## src/rtl/core/kpdb_pkg.sv

```systemverilog
// ----------------------------------------------------------------------------
// kpdb_pkg: shared types and constants for the keypad debounce unit
// Mode encoding, event codes, key decode tables and the result word layout.
// ----------------------------------------------------------------------------
package kpdb_pkg;

  localparam int unsigned KEY_W = 16;
  localparam int unsigned CNT_W = 7;
  localparam int unsigned CFG_IDX_W = 2;

  localparam logic [CNT_W-1:0] IDLE_MARK = 7'h7F;
  localparam logic [CNT_W-1:0] CNT_MAX = 7'd126;

  typedef enum logic [1:0] {
    MODE_IDLE = 2'd0,
    MODE_POLL = 2'd1,
    MODE_LOCK = 2'd2,
    MODE_IACT = 2'd3
  } mode_t;

  typedef enum logic [1:0] {
    EV_DOWN = 2'd0,
    EV_UP   = 2'd1,
    EV_HOLD = 2'd2,
    EV_HLUP = 2'd3
  } event_t;

  typedef enum logic [CFG_IDX_W-1:0] {
    REG_POLL     = 2'd0,
    REG_JITTER   = 2'd1,
    REG_HOLD     = 2'd2,
    REG_INACTIVE = 2'd3
  } cfg_reg_t;

  typedef struct packed {
    event_t           kind;
    logic [KEY_W-1:0] keys;
    logic [3:0]       value;
    logic [6:0]       char_code;
  } result_t;

  localparam logic [3:0] DIGIT_TABLE [16] = '{
    4'hD, 4'hC, 4'hB, 4'hA, 4'h0, 4'h9, 4'h6, 4'h3,
    4'h0, 4'h8, 4'h5, 4'h2, 4'h0, 4'h7, 4'h4, 4'h1
  };

  // ASCII: D C B A # 9 6 3 0 8 5 2 * 7 4 1
  localparam logic [6:0] CHAR_TABLE [16] = '{
    7'h44, 7'h43, 7'h42, 7'h41, 7'h23, 7'h39, 7'h36, 7'h33,
    7'h30, 7'h38, 7'h35, 7'h32, 7'h2A, 7'h37, 7'h34, 7'h31
  };

  // Index of the lowest set key; only meaningful when keys is non-zero.
  function automatic logic [3:0] lowest_key(input logic [KEY_W-1:0] keys);
    logic [3:0] idx;
    idx = 4'd15;
    for (int i = KEY_W - 1; i >= 0; i--) begin
      if (keys[i]) begin
        idx = 4'(i);
      end
    end
    return idx;
  endfunction

  function automatic result_t make_result(input event_t kind,
                                          input logic [KEY_W-1:0] keys);
    result_t    res;
    logic [3:0] idx;
    idx = lowest_key(keys);
    res.kind = kind;
    res.keys = keys;
    if (keys == '0) begin
      res.value = '0;
      res.char_code = '0;
    end else begin
      res.value = DIGIT_TABLE[idx];
      res.char_code = CHAR_TABLE[idx];
    end
    return res;
  endfunction

endpackage

```

## src/rtl/core/keypad_debounce_hold_events_unit.sv

```systemverilog
// ----------------------------------------------------------------------------
// keypad_debounce_hold_events_unit
// Debounces a 4x4 key matrix and reports DOWN, HOLD, UP and HLUP events.
// ----------------------------------------------------------------------------
// Each input word is a timer tick (op 0) or a key change (op 1) carrying the
// matrix reading. The unit takes one word per clock while in_stall is low:
// the state update is registered at the end of the cycle of acceptance, and
// so is any event, into the output register or, if the output is stalled,
// into the skid register behind it. The skid register keeps the input open
// while one event waits; in_stall rises only when both hold an event.
// Configuration writes are always ready and clamp a value of 127 to 126.
module keypad_debounce_hold_events_unit (
  input  logic                                 clk,
  input  logic                                 rst_n,
  input  logic                                 in_valid,
  output logic                                 in_stall,
  input  logic                                 in_op,
  input  logic [15:0]                          in_scan_bits,
  output logic                                 out_valid,
  input  logic                                 out_stall,
  output logic [1:0]                           out_event_kind,
  output logic [15:0]                          out_keys,
  output logic [3:0]                           out_key_value,
  output logic [6:0]                           out_key_char,
  input  logic                                 cfg_valid,
  output logic                                 cfg_ready,
  input  logic [kpdb_pkg::CFG_IDX_W-1:0]       cfg_index,
  input  logic [kpdb_pkg::CNT_W-1:0]           cfg_data
);

  logic [kpdb_pkg::CNT_W-1:0] poll_r, jitter_r, hold_ticks_r, inact_r;
  logic [kpdb_pkg::CNT_W-1:0] cfg_val;

  kpdb_pkg::mode_t               mode_r, mode_nxt;
  logic [kpdb_pkg::KEY_W-1:0]    held_r, held_nxt;
  logic [kpdb_pkg::CNT_W-1:0]    phase_r, phase_nxt;
  logic [kpdb_pkg::CNT_W-1:0]    hcnt_r, hcnt_nxt;
  logic                          was_held_r, was_held_nxt;

  logic                          in_fire;
  logic                          emit;
  kpdb_pkg::event_t              emit_kind;
  kpdb_pkg::result_t             new_res;

  logic                          out_valid_r, skid_valid_r;
  kpdb_pkg::result_t             out_r, skid_r;
  logic                          out_open;

  logic                          mismatch;
  logic                          release_hit;

  assign cfg_ready = 1'b1;
  assign cfg_val = (cfg_data == kpdb_pkg::IDLE_MARK) ? kpdb_pkg::CNT_MAX : cfg_data;

  always_ff @(posedge clk) begin
    if (!rst_n) begin
      poll_r       <= 7'd5;
      jitter_r     <= 7'd3;
      hold_ticks_r <= 7'd100;
      inact_r      <= 7'd10;
    end else if (cfg_valid && cfg_ready) begin
      unique case (kpdb_pkg::cfg_reg_t'(cfg_index))
        kpdb_pkg::REG_POLL:     poll_r <= cfg_val;
        kpdb_pkg::REG_JITTER:   jitter_r <= cfg_val;
        kpdb_pkg::REG_HOLD:     hold_ticks_r <= cfg_val;
        kpdb_pkg::REG_INACTIVE: inact_r <= cfg_val;
        default: ;
      endcase
    end
  end

  assign in_stall = skid_valid_r;
  assign in_fire  = in_valid && !in_stall;
  assign mismatch = (in_scan_bits != held_r);
  assign release_hit = (phase_r != kpdb_pkg::IDLE_MARK) && (phase_r == '0) && mismatch;

  // Next mode.
  always_comb begin
    mode_nxt = mode_r;
    if (in_op) begin
      if (mode_r == kpdb_pkg::MODE_IDLE && in_scan_bits != '0) begin
        mode_nxt = kpdb_pkg::MODE_POLL;
      end
    end else begin
      unique case (mode_r)
        kpdb_pkg::MODE_IDLE: mode_nxt = kpdb_pkg::MODE_IDLE;
        kpdb_pkg::MODE_POLL: begin
          if (phase_r == '0) mode_nxt = kpdb_pkg::MODE_LOCK;
        end
        kpdb_pkg::MODE_LOCK: begin
          if (release_hit) mode_nxt = kpdb_pkg::MODE_IACT;
        end
        kpdb_pkg::MODE_IACT: begin
          if (phase_r == '0) mode_nxt = kpdb_pkg::MODE_IDLE;
        end
        default: mode_nxt = kpdb_pkg::MODE_IDLE;
      endcase
    end
  end

  // Counters, held key set and event selection.
  always_comb begin
    held_nxt     = held_r;
    phase_nxt    = phase_r;
    hcnt_nxt     = hcnt_r;
    was_held_nxt = was_held_r;
    emit         = 1'b0;
    emit_kind    = kpdb_pkg::EV_DOWN;
    if (in_op) begin
      if (mode_r == kpdb_pkg::MODE_IDLE) begin
        if (in_scan_bits != '0) begin
          held_nxt  = in_scan_bits;
          phase_nxt = poll_r;
        end
      end else if (mode_r == kpdb_pkg::MODE_POLL) begin
        held_nxt = held_r | in_scan_bits;
      end
    end else begin
      unique case (mode_r)
        kpdb_pkg::MODE_IDLE: ;
        kpdb_pkg::MODE_POLL: begin
          if (phase_r != '0) begin
            phase_nxt = phase_r - 1'b1;
          end else begin
            was_held_nxt = 1'b0;
            phase_nxt    = kpdb_pkg::IDLE_MARK;
            hcnt_nxt     = hold_ticks_r;
            emit         = 1'b1;
            emit_kind    = kpdb_pkg::EV_DOWN;
          end
        end
        kpdb_pkg::MODE_LOCK: begin
          if (release_hit) begin
            phase_nxt = inact_r;
            emit      = 1'b1;
            emit_kind = was_held_r ? kpdb_pkg::EV_HLUP : kpdb_pkg::EV_UP;
          end else begin
            if (phase_r != kpdb_pkg::IDLE_MARK) begin
              phase_nxt = (phase_r == '0) ? kpdb_pkg::IDLE_MARK : phase_r - 1'b1;
            end else if (mismatch) begin
              phase_nxt = jitter_r;
            end
            if (hcnt_r == '0) begin
              was_held_nxt = 1'b1;
              hcnt_nxt     = kpdb_pkg::IDLE_MARK;
              emit         = 1'b1;
              emit_kind    = kpdb_pkg::EV_HOLD;
            end else if (hcnt_r != kpdb_pkg::IDLE_MARK) begin
              hcnt_nxt = hcnt_r - 1'b1;
            end
          end
        end
        kpdb_pkg::MODE_IACT: begin
          if (phase_r != '0) phase_nxt = phase_r - 1'b1;
        end
        default: ;
      endcase
    end
  end

  assign new_res = kpdb_pkg::make_result(emit_kind, held_r);

  always_ff @(posedge clk) begin
    if (!rst_n) begin
      mode_r     <= kpdb_pkg::MODE_IDLE;
      held_r     <= '0;
      phase_r    <= '0;
      hcnt_r     <= '0;
      was_held_r <= 1'b0;
    end else if (in_fire) begin
      mode_r     <= mode_nxt;
      held_r     <= held_nxt;
      phase_r    <= phase_nxt;
      hcnt_r     <= hcnt_nxt;
      was_held_r <= was_held_nxt;
    end
  end

  // Output register with a one-word skid stage behind it.
  assign out_open = !out_valid_r || !out_stall;

  always_ff @(posedge clk) begin
    if (!rst_n) begin
      out_valid_r  <= 1'b0;
      skid_valid_r <= 1'b0;
    end else if (skid_valid_r) begin
      if (out_open) begin
        out_valid_r  <= 1'b1;
        skid_valid_r <= 1'b0;
      end
    end else if (in_fire && emit) begin
      if (out_open) begin
        out_valid_r <= 1'b1;
      end else begin
        skid_valid_r <= 1'b1;
      end
    end else if (out_open) begin
      out_valid_r <= 1'b0;
    end
  end

  always_ff @(posedge clk) begin
    if (skid_valid_r) begin
      if (out_open) out_r <= skid_r;
    end else if (in_fire && emit) begin
      if (out_open) begin
        out_r <= new_res;
      end else begin
        skid_r <= new_res;
      end
    end
  end

  assign out_valid      = out_valid_r;
  assign out_event_kind = out_r.kind;
  assign out_keys       = out_r.keys;
  assign out_key_value  = out_r.value;
  assign out_key_char   = out_r.char_code;

  a_skid_behind_out: assert property (@(posedge clk) disable iff (!rst_n)
    skid_valid_r |-> out_valid_r)
    else $error("skid word present without an output word");

  a_lock_has_keys: assert property (@(posedge clk) disable iff (!rst_n)
    (mode_r == kpdb_pkg::MODE_LOCK) |-> (held_r != '0))
    else $error("lock state with an empty key set");

  a_event_has_keys: assert property (@(posedge clk) disable iff (!rst_n)
    out_valid_r |-> (out_r.keys != '0))
    else $error("event issued with an empty key set");

  a_hold_sets_flag: assert property (@(posedge clk) disable iff (!rst_n)
    (in_fire && emit && emit_kind == kpdb_pkg::EV_HOLD) |=> was_held_r)
    else $error("hold event did not mark the key set as held");

endmodule
```

## config.mk

```make
export PLATFORM = sky130hd
export DESIGN_NAME = keypad_debounce_hold_events_unit
export DESIGN_NICKNAME = d
export VERILOG_FILES = /design/src/rtl/core/kpdb_pkg.sv /design/src/rtl/core/keypad_debounce_hold_events_unit.sv
export SDC_FILE = /design/constraint.sdc
export NUM_CORES = 1
export LEC_CHECK = 0
export BUFFER_PORTS_ARGS = -buffer_cell sky130_fd_sc_hd__buf_4
export CORE_MARGIN = 10
export CORE_UTILIZATION = 35
export DETAILED_ROUTE_END_ITERATION = 6
export PLACE_DENSITY_LB_ADDON = 0.05
export SLEW_MARGIN = 30
export SYNTH_ARGS = -nofsm -noshare
export SYNTH_HDL_FRONTEND = slang
export SYNTH_SLANG_ARGS = --single-unit
```

## constraint.sdc

```tcl
create_clock -name clk -period 5.6 [get_ports clk]
set_input_delay 0.56 -clock clk [delete_from_list [all_inputs] [get_ports clk]]
set_output_delay 0.56 -clock clk [all_outputs]
set_load 0.01 [all_outputs]
```

# After elaboration in Yosys (flattened, before gate mapping)
# Memory sizes are Yosys's and may differ from the RTL's.
# Cells that the tools add are included.
dict set report classes {
  n_reduce_logical 32
  n_bitwise 5
  n_eq_ne 23
  n_mul 0
  muxes 70
  n_addsub 2
  order_cmp 1
  div_mod_pow 0
  shifts 0
}
# op n
set op_table {}
lappend op_table {{two-way mux 29 bit} 4}
lappend op_table {{two-way mux 7 bit} 16}
lappend op_table {{two-way mux 4 bit} 16}
lappend op_table {{two-way mux 16 bit} 3}
lappend op_table {{one-hot mux 7 bit (3 select lines)} 1}
lappend op_table {{two-way mux 2 bit} 10}
lappend op_table {{AND reduction 6 bit} 3}
lappend op_table {{logical NOT 16 bit} 1}
lappend op_table {{inequality test 16 bit} 1}
lappend op_table {{bitwise OR 16 bit} 1}
lappend op_table {{nonzero test 16 bit} 1}
lappend op_table {{two-way mux 1 bit} 15}
lappend op_table {{inequality test 3 bit, second input constant} 5}
lappend op_table {{logical NOT 7 bit} 2}
lappend op_table {{inequality test 7 bit, second input constant} 2}
lappend op_table {{one-hot mux 7 bit (2 select lines)} 1}
lappend op_table {{subtractor 7 x 1 -> 7 bit, second input constant} 2}
lappend op_table {{two-way mux 11 bit} 1}
lappend op_table {{AND reduction 2 bit} 5}
lappend op_table {{== test 2 bit, second input constant} 4}
lappend op_table {{inequality test 2 x 1 -> 1 bit, second input constant} 4}
lappend op_table {{one-hot mux 2 bit (4 select lines)} 1}
lappend op_table {{== test 7 bit, second input constant} 1}
lappend op_table {{nonzero test 7 bit} 1}
lappend op_table {{other kinds (17)} 32}
dict set report totals {
  out_inout_bits 32
  mem_bits_ro 176
  n_memories 2
  latchBits 0
  register_bits 121
  wordCells 154
  mem_bits_rw 0
}
# name depth width rd rd_clocked_by_memory_dff write_ports line
set mem_list {}
lappend mem_list {{(no name shown)} 16 7 1 0 0 kpdb_pkg.sv:77} ;# res.char_code = CHAR_TABLE[idx];
lappend mem_list {{(no name shown)} 16 4 1 0 0 kpdb_pkg.sv:76} ;# res.value = DIGIT_TABLE[idx];

# Logic depth before layout (Yosys ltp)
# Gate-level depths: netlist of the first run.
dict set report logic_depth {
  depth_word 23
  ltp_mapped 11
}

# Worst setup path before layout of the first run
# No wires, ideal clock.
dict set report synth_timing {
  path_kind {flip-flop to flip-flop}
  startpoint {register hcnt_r[3] (netlist bit)}
  endpoint {register skid_r[0] (netlist bit), enable pin}
  setup_slack_ps 1703
  period_less_slack_ps 3897
  path_stages_with_launch 7
  t_arrival_ps 3446
  required_time_ps 5149
  path_cell_list {dfxtp_1 > or2_2 > or4_1 > clkbuf_1 > o21ai_0 > a21boi_1 > nor3_1}
}
dict set report synth_via {
  elab_chain_len 7
}
# element line
set synth_lines {}
lappend synth_lines {{from (decl)} keypad_debounce_hold_events_unit.sv:37} ;# logic [kpdb_pkg::CNT_W-1:0] hcnt_r, hcnt_nxt;
lappend synth_lines {{from (signal assigned)} keypad_debounce_hold_events_unit.sv:174} ;# hcnt_r <= hcnt_nxt;
lappend synth_lines {{logical NOT 7 bit} keypad_debounce_hold_events_unit.sv:143} ;# if (hcnt_r == '0) begin
lappend synth_lines {{two-way mux 1 bit} keypad_debounce_hold_events_unit.sv:143}
lappend synth_lines {{two-way mux 1 bit} keypad_debounce_hold_events_unit.sv:133} ;# if (release_hit) begin
lappend synth_lines {{one-hot mux 1 bit (2 select lines)} keypad_debounce_hold_events_unit.sv:119} ;# unique case (mode_r)
lappend synth_lines {{two-way mux 1 bit} keypad_debounce_hold_events_unit.sv:109} ;# if (in_op) begin
lappend synth_lines {{logical AND 1 bit} keypad_debounce_hold_events_unit.sv:205} ;# end else if (in_fire && emit) begin
lappend synth_lines {{AND reduction 3 bit (no source line)} --}
lappend synth_lines {{to (signal assigned)} keypad_debounce_hold_events_unit.sv:209} ;# skid_r <= new_res;
lappend synth_lines {{to (decl)} keypad_debounce_hold_events_unit.sv:46} ;# kpdb_pkg::result_t out_r, skid_r;
# No other way between the ends.
# A chain may end at the register's enable or synchronous reset.

==> flow_summary.yaml, run 1 <==
logic_synthesis:
  synth.most_common_cell: "nand2_1"
  synthFlopType: "dfxtp_1"
  syn_area_mm2: 0.00609
  synth_top_cell_area_share_pct: 28.6
  synth_nets: 700
  ys_ff_latch: 121
  seq_area_frac_synth_pct: 49.3
  synth_area_leaders: "edfxtp_1 29%, dfxtp_1 21%, ha_1 6.4%"
  yosysTopAreaCell: "edfxtp_1"
  async_flop_share_pct: 0
  avgSynthCellArea_um2: 9.54
  yosys_warnings: 0
  synthTopCellsByCount: "88 x nand2_1, 63 x dfxtp_1, 58 x edfxtp_1"
  synth_edf_count: 58
  syn_inst: 638
  synthDistinctLibCells: 59
timing:
  fin_ws_ns: 2.68
  setup_tns_ns: 0
  worst_pin_slew_ns: 0.888
  finalCriticalPeriod_ns: 2.92
  grt_setup_unrepaired: "no"
  setup_viol: 0
  maxSlewHeadroom_pct: 40.3
  hold_viol: 0
  fin_crit_sh_pct: 52.2
  final_max_slew_viol_count: 0
  clock_skew_ns: 0.00855
  max_freq_mhz: 342
detailed_routing:
  ant_nets: 0
  drcViolationCount: 0
  vias: 4845
  firstDrtPassIters: 5
  routed-wl-met3_um: 689
  drt_iter0_markers: 358
  drt-total-wl_mm: 16.3
  met2WireLength_mm: 8.32
  wl_per_cell_um: 17.6
  wirelength_met1_mm: 7.07
  highest_layer: "met4"
  via_per_inst: 5.23
die:
  die_area_mm2: 0.0231
  core_mm2: 0.0172
  start_util_pct: 35.4
  num_rows: 48
  die_h_um: 152
  dieWidth_um: 152
  io_pins: 63
place:
  dp_hpwl_mm: 11.6
  dp.cells: 894
  gp_congestion: 0.833
  port_buffers: 61
  post-place-ws_ns: 2.45
setup_path:
  setup.worst_path.start: "held_r[13]"
  rr_worst_depth: 11
  crit_path_start_kind: "flip-flop"
  r2r-start: "held_r[13]"
  end_kind: "flip-flop"
  crit_required_ns: 5.77
  crit_path_top_delay_cell: "dfxtp_1"
  crit_chain: "nand2b_1, a221oi_1, o22ai_1, nor3_1, or2_2, ha_1, nand2_1, nand2_1, a221oi_1, o21ai_0, mux2_2"
  arrival_ns: 3.09
  cp_max_fo: 6
  r2r_end: "out_key_value[0]"
  ff2ff_setup_slack_ns: 2.68
  critPathMaxStageDelay_ns: 0.45
  crit_type: "reg2reg"
layout:
  nets: 750
  antennaDiodeCount: 0
  drive_gt1_share_pct: 18.3
  final_util_pct: 42.7
  syn2layout_area_growth_pct: 20.5
  post_layout_nonfiller_instances: 926
cts:
  cts_hold_buf: 0
  clk_path_buf_depth: 2
  post_cts_resized: 0
  clock_latency_ns: 0.42
  cts_root_buf: "clkbuf_16"
  clkSinkCount: 121
  path_clk_slew_ns: 0.06
  cts_made_buffers: 17
  post_cts_buffers: 0
  cts_tree: "done"
  h-tree-depth: 4
worst_hold_path:
  hold_depth: 3
  holdPathEnd: "hold_ticks_r[5]"
  hold_class: "in2reg"
  hp-start: "cfg_data[5]"
pwr:
  powerDensity_mw_per_mm2: 334
  vdd_drop_max_mv: 0.220
  p_leak_nw: 2.86
run_status:
  status: "complete, no violations"
global_route:
  grt_pass1_wl_mm: 26.0
  grtUsageTotal_pct: 13.9
  grt-ovfl-total: 0
  grt_max_degree: 51
  grt_pass1_vias: 4849
  antenna_found_initial: 0
run:
  drv_cap: 0
cell families (layout without fill, tap and decap cells):
| logic type | count (synthesis) | after routing | synth area share [%] |
|---|---|---|---|
| xor+xnor | 5 | 5 | 0.720 |
| buf+inv | 84 | 147 | 5.30 |
| other cells | 1 | 1 | 0.0616 |
| fa+ha+maj | 31 | 31 | 6.37 |
| compound gates | 147 | 147 | 16.1 |
| simple gates | 218 | 218 | 16.8 |
| flops | 121 | 121 | 49.3 |
| mux | 31 | 31 | 5.32 |
how the worst max path moves through the flow:
stage                       endpoint  slack, ns  depth (start not counted)
floorplan                  skid_r[0]       1.70                          6
global placement           hcnt_r[2]       2.56                          9
CTS                        hcnt_r[2]       2.63                          8
global route        out_key_value[0]       2.38                         11
detailed placement         hcnt_r[2]       2.45                          9
finish              out_key_value[0]       2.68                         11
registers in the layout, indices dropped and copies added (netlist names):
register	count
skid_r	29
held_r	16
out_keys	16
hcnt_r	7
hold_ticks_r	7
inact_r	7
jitter_r	7
out_key_char	7
phase_r	7
poll_r	7
out_key_value	4
mode_r	2
out_event_kind	2
in_stall	1
out_valid	1
was_held_r	1
metal layers:
metal	vias to the layer above	global-route usage, %
met5	-	0
met4	0	5.14
met3	19	3.42
met2	130	24.5
met1	2297	15.8
li1	2399	-
worst max-delay path, delay by kind of cell, from the launching register on:
kind,cells,cell delay (ns)
AO/OA/AOI/OAI,4,0.99
adder cells (fa/ha/maj),1,0.22
flip-flops,1,0.45
multiplexers,1,0.30
AND/OR/NAND/NOR,5,0.71
power breakdown:
| part | internal (mW) | total, mW | leakage [nW] | switching, mW |
|---|---|---|---|---|
| Clock | 0.664 | 1.07 | 0.294 | 0.403 |
| Sequential | 0.968 | 0.997 | 1.05 | 0.0295 |
| Combinational | 0.149 | 0.385 | 1.52 | 0.236 |
| Total | 1.78 | 2.45 | 2.86 | 0.668 |
final cells by class:
class	instances	area, um2
inverters	47	176
well taps	225	282
flip-flops and latches	121	3000
fillers	1742	9840
clock inverters	10	90.1
repair buffers	68	510
multi-input cells	433	2780
clock buffers	22	489
metrics by stage:
step / cell area, um2 / power (mW) / hold slack (ns)
after floorplan: 6090 / 1.28 / 0.422
after global placement: 6740 / 1.39 / 0.439
after detailed placement: 6750 / 1.40 / 0.438
after CTS: 7330 / 2.47 / 0.399
after global routing: 7330 / 2.56 / 0.398
final: 7330 / 2.45 / 0.404
placed cells by master (no fill, tap or decap), drive strengths merged, types with 15 or more instances in the layout:
master / Yosys / final
nand2: 88 / 88
buf: 7 / 68
dfxtp: 63 / 63
edfxtp: 58 / 58
inv: 47 / 50
nor2: 47 / 47
o21ai: 46 / 46
ha: 31 / 31
a21oi: 25 / 25
a211oi: 22 / 22
clkbuf: 30 / 22
mux2i: 20 / 20
nand3: 15 / 15
nor3: 15 / 15
(Power assumes the default switching activity.)
==> run 2, diff against run 1 <==
- clock period: 5.6 -> 2.6 ns (I/O delays scaled with it)
==> flow_summary.yaml, run 2 (synthesis results as in run 1) <==
layout:
  largest_register: "skid_r"
  nets: 839
  multi_input_comb_area_mm2: 0.00288
  antennaDiodeCount: 0
  final_cell_area_mm2: 0.00821
  mostFrequentLayoutCells: "152 x buf_4, 87 x nand2_1, 63 x dfxtp_1"
  final.fill_count: 1650
  regArea_mm2: 0.00300
  final_common_cell: "buf_4"
  syn2layout_area_growth_pct: 34.8
  largest_register_ffs: 29
  drive_gt1_share_pct: 29.2
setup_path:
  end_kind: "flip-flop"
  crit_chain: "buf_4, nor2_2, o311ai_2, a311oi_2, o21a_1, inv_1, ha_1, nand2_1, a311oi_1, o21a_1, mux2_2"
  crit_required_ns: 2.77
  critPathMaxStageDelay_ns: 0.39
  ff2ff_setup_slack_ns: 0.08
  crit_path_start_kind: "flip-flop"
  cp_max_fo: 5
  rr_worst_depth: 11
  crit_cells: 11
  cp_common_cell: "o21a_1"
  critPathTopFamily: "compound AO/OA/AOI/OAI gates"
  arrival_ns: 2.69
  r2r_end: "out_key_value[1]"
  setup.worst_path.start: "held_r[12]"
  crit_type: "reg2reg"
  r2r-start: "held_r[12]"
  critPathCapture: "out_key_value[1]"
  cp.buffers_inverters: 2
  crit_path_top_delay_cell: "a311oi_2"
cts:
  path_clk_slew_ns: 0.06
  cts_made_buffers: 17
  clk_path_buf_depth: 2
  clkSinkCount: 121
  cts_hold_buf: 0
  cts_root_buf: "clkbuf_16"
  clock_latency_ns: 0.42
  cts_tree: "done"
  h-tree-depth: 4
worst_hold_path:
  hold_class: "in2reg"
  hold_depth: 3
die:
  die_h_um: 152
  dieWidth_um: 152
  core_mm2: 0.0172
  die_area_mm2: 0.0231
  num_rows: 48
  io_pins: 63
  start_util_pct: 35.4
place:
  dpl_cell_area_mm2: 0.00745
  gp_congestion: 0.830
  dp_hpwl_mm: 12.0
  port_buffers: 61
timing:
  worst_pin_slew_ns: 0.728
  grt_setup_unrepaired: "yes"
  fin_crit_sh_pct: 96.9
  maxSlewHeadroom_pct: 51.0
  max_freq_mhz: 397
  finalCriticalPeriod_ns: 2.52
  setup_viol: 0
  hold_viol: 0
  final_max_slew_viol_count: 0
  clock_skew_ns: 0.00643
  holdWs_ns: 0.117
  setup_tns_ns: 0
pwr:
  p_sw_mw: 1.55
  p_leak_nw: 3.35
  vdd_drop_max_mv: 0.449
  p_int_mw: 4.17
  combPwrFrac_pct: 19.5
  clockPowerShare_pct: 43.4
  powerDensity_mw_per_mm2: 696
  pwr-share-seq_pct: 37.1
  netSwitchingFraction_pct: 27.1
global_route:
  grtUsageTotal_pct: 14.2
  grt_max_degree: 50
  antenna_found_initial: 0
  grt_pass1_wl_mm: 27.1
  grt-ovfl-total: 0
  grt_pass1_vias: 5061
detailed_routing:
  wl_per_cell_um: 16.3
  vias: 5160
  ant_nets: 0
  drt_iter0_markers: 390
  drcViolationCount: 0
  drt-total-wl_mm: 16.6
  via_per_inst: 5.08
  firstDrtPassIters: 5
run_status:
  status: "complete, no violations"
run:
  drv_cap: 0
run 2: changes by cell type in the layout (fill, tap and decap cells not counted), sizes merged:
| cell | change |
|---|---|
| buf | +89 |
| clkinvlp | +5 |
| clkinv | -4 |
| clkbuf | -3 |
| bufinv | +2 |
run 2: how the worst min path moves through the flow:
stage                      startpoint          end
after floorplan           cfg_data[1]   inact_r[1]
after global placement    jitter_r[5]  jitter_r[5]
after detailed placement  jitter_r[3]  jitter_r[3]
after CTS                 cfg_data[1]  jitter_r[1]
after global routing      cfg_data[2]    poll_r[2]
final                     cfg_data[1]  jitter_r[1]
run 2: through the flow:
step / instances / power (mW) / setup slack (ns) / utilization, %
after floorplan: 638 / 2.77 / 0.0527 / -
after detailed placement: 978 / 3.20 / -0.133 / 43.3
after CTS: 1012 / 5.71 / 0.0000597 / 47.2
final: 1015 / 5.71 / 0.0799 / 47.8
after global placement: 977 / 3.20 / -0.136 / 43.2
after global routing: 1015 / 5.98 / -0.0759 / 47.8
run 2: final cells by class:
| cell class | count | area share [%] |
|---|---|---|
| clock buffer | 19 | 5.52 |
| clock inverter | 13 | 2.04 |
| inverter | 47 | 2.15 |
| multi-input combinational | 433 | 35.1 |
| sequential | 121 | 36.6 |
| tap | 225 | 3.43 |
| timing repair buffer | 157 | 15.2 |
run 2: power by group through the flow:
stage | Combinational (mW) | Clock, mW | Sequential, mW
detailed placement | 1.04 | 0 | 2.16
CTS | 1.06 | 2.53 | 2.12
global route | 1.24 | 2.62 | 2.12
floorplan | 0.601 | 0 | 2.17
global placement | 1.04 | 0 | 2.16
finish | 1.12 | 2.48 | 2.12
run 2: tightest hold or removal path, stage by stage:
cell,delay (ns)
buf_4,0.12
nand2_1,0.05
nand3_1,0.07
run 2: what timing repair did:
action	4_1_cts	5_1_grt
endpoints found under the setup margin	25	17
pin swaps	2	4
gates resized for setup	4	15
cloned	0	0
buffers inserted	2	3
run 2: routing by layer:
layer | GRT usage, % | part of all wire, % | up-vias
li1 | - | - | 2586
met1 | 17.2 | 45 | 2447
met2 | 24.2 | 50 | 105
met3 | 2.99 | 3.8 | 22
met4 | 5.46 | 2.1 | 0
met5 | 0 | 0 | -
==> run 3, diff against run 2 <==
- PLACE_DENSITY_LB_ADDON: 0.05 -> unset
==> flow_summary.yaml, run 3 (synthesis results as in run 1) <==
run_status:
  status: "complete, no violations"
cts:
  clkSinkCount: 121
  cts_tree: "done"
  clock_latency_ns: 0.42
  cts_root_buf: "clkbuf_16"
  path_clk_slew_ns: 0.06
  clk_path_buf_depth: 2
  h-tree-depth: 4
  cts_made_buffers: 17
setup_path:
  crit_required_ns: 2.78
  cp.buffers_inverters: 2
  critPathMaxStageDelay_ns: 0.33
  arrival_ns: 2.72
  cp_max_fo: 5
  crit_type: "reg2reg"
  crit_path_top_delay_cell: "dfxtp_2"
  crit_chain: "buf_4, nand2b_1, a221oi_2, o22ai_2, nor3_2, or2_4, inv_1, ha_1, nand2_1, o21ai_0, a31o_2, mux2_2"
  crit_path_start_kind: "flip-flop"
  critPathTopFamily: "compound AO/OA/AOI/OAI gates"
  end_kind: "flip-flop"
global_route:
  grt_pass1_wl_mm: 26.0
  grt-ovfl-total: 0
  antenna_found_initial: 0
  grt_pass1_vias: 5043
  grtUsageTotal_pct: 13.7
  grt_max_degree: 50
layout:
  mostFrequentLayoutCells: "139 x buf_4, 88 x nand2_1, 62 x dfxtp_1"
  nets: 824
  post_layout_nonfiller_instances: 1000
  final_util_pct: 46.8
  largest_register_ffs: 29
  antennaDiodeCount: 0
  syn2layout_area_growth_pct: 32.1
  largest_register: "skid_r"
  final_common_cell: "buf_4"
  drive_gt1_share_pct: 27.4
die:
  core_mm2: 0.0172
  num_rows: 48
  start_util_pct: 35.4
  dieWidth_um: 152
  io_pins: 63
  die_h_um: 152
  die_area_mm2: 0.0231
detailed_routing:
  firstDrtPassIters: 5
  drcViolationCount: 0
  via_per_inst: 5.17
  vias: 5170
  drt-total-wl_mm: 16.0
  drt_iter0_markers: 325
  ant_nets: 0
  wl_per_cell_um: 16.0
pwr:
  vdd_drop_max_mv: 0.526
  powerDensity_mw_per_mm2: 696
  p_leak_nw: 3.26
  report.power.total_mw: 5.59
place:
  dp.cells: 966
  gp_congestion: 0.847
  port_buffers: 61
  dp_hpwl_mm: 11.2
timing:
  setup_viol: 0
  clock_skew_ns: 0.0123
  finalCriticalPeriod_ns: 2.54
  max_freq_mhz: 394
  worst_pin_slew_ns: 0.577
  maxSlewHeadroom_pct: 61.1
  final_max_slew_viol_count: 0
  hold_viol: 0
  fin_crit_sh_pct: 97.7
worst_hold_path:
  hold_class: "in2reg"
run:
  drv_cap: 0
-- run 3: changes by cell type in the layout (fill, tap and decap cells not counted), sizes merged --
| cell | previous run | this run |
|---|---|---|
| buf | 157 | 141 |
| inv | 50 | 49 |
| clkinvlp | 5 | 3 |
| clkinv | 2 | 5 |
| a21oi | 25 | 26 |
-- run 3: worst min-delay path: stages --
cell and delay [ns]:
buf_4 0.12, nand2_1 0.05, nand3_1 0.07
-- run 3: worst paths after layout --
kind | slack [ns] | to | startpoint | depth (start not counted)
max | 0.06 | out_key_char[1] | held_r[14] | 12
min | 0.11 | jitter_r[1] | cfg_data[1] | 3
max reg2reg | 0.06 | out_key_char[1] | held_r[14] | 12
min reg2reg | 0.47 | inact_r[4] | inact_r[4] | 2
-- run 3: per-layer routing --
layer	track usage [%]	vias up	part of all wire (%)
met3	3.75	18	4.7
met5	0	-	0
met4	4.86	0	1.6
li1	-	2558	-
met1	17.4	2459	46
met2	21.7	135	47
-- run 3: power by group --
| group | leakage (nW) | switching, mW | internal [mW] |
|---|---|---|---|
| clock | 0.286 | 0.886 | 1.52 |
| combinational | 1.92 | 0.594 | 0.476 |
| sequential | 1.05 | 0.0338 | 2.08 |
| total | 3.26 | 1.51 | 4.08 |
-- run 3: cell type report --
type | instances | area (um2)
inverter | 47 | 176
tap | 225 | 282
sequential | 121 | 3000
clock inverter | 13 | 173
multi-input combinational | 434 | 2890
timing repair buffer | 141 | 1080
clock buffer | 19 | 433
fill | 1630 | 9140
-- run 3: metrics by stage --
step | setup TNS, ns | worst slack, ns | area (um2) | hold WS, ns
4_1_cts | 0 | 0.00915 | 7960 | 0.0851
3_5_place_dp | -3.51 | -0.117 | 7320 | 0.447
2_1_floorplan | 0 | 0.0527 | 6110 | 0.384
6_report | 0 | 0.0588 | 8040 | 0.106
5_1_grt | -0.0637 | -0.0329 | 8040 | 0.0913
3_3_place_gp | -1.04 | -0.100 | 7320 | 0.446
-- run 3: what timing repair did --
item / in CTS / in global routing
pin swaps: 2 / 7
gates resized for setup: 8 / 12
buffers inserted: 0 / 1
hold buffers: 0 / 0
setup endpoints to repair: 33 / 5
gates cloned: 1 / 0
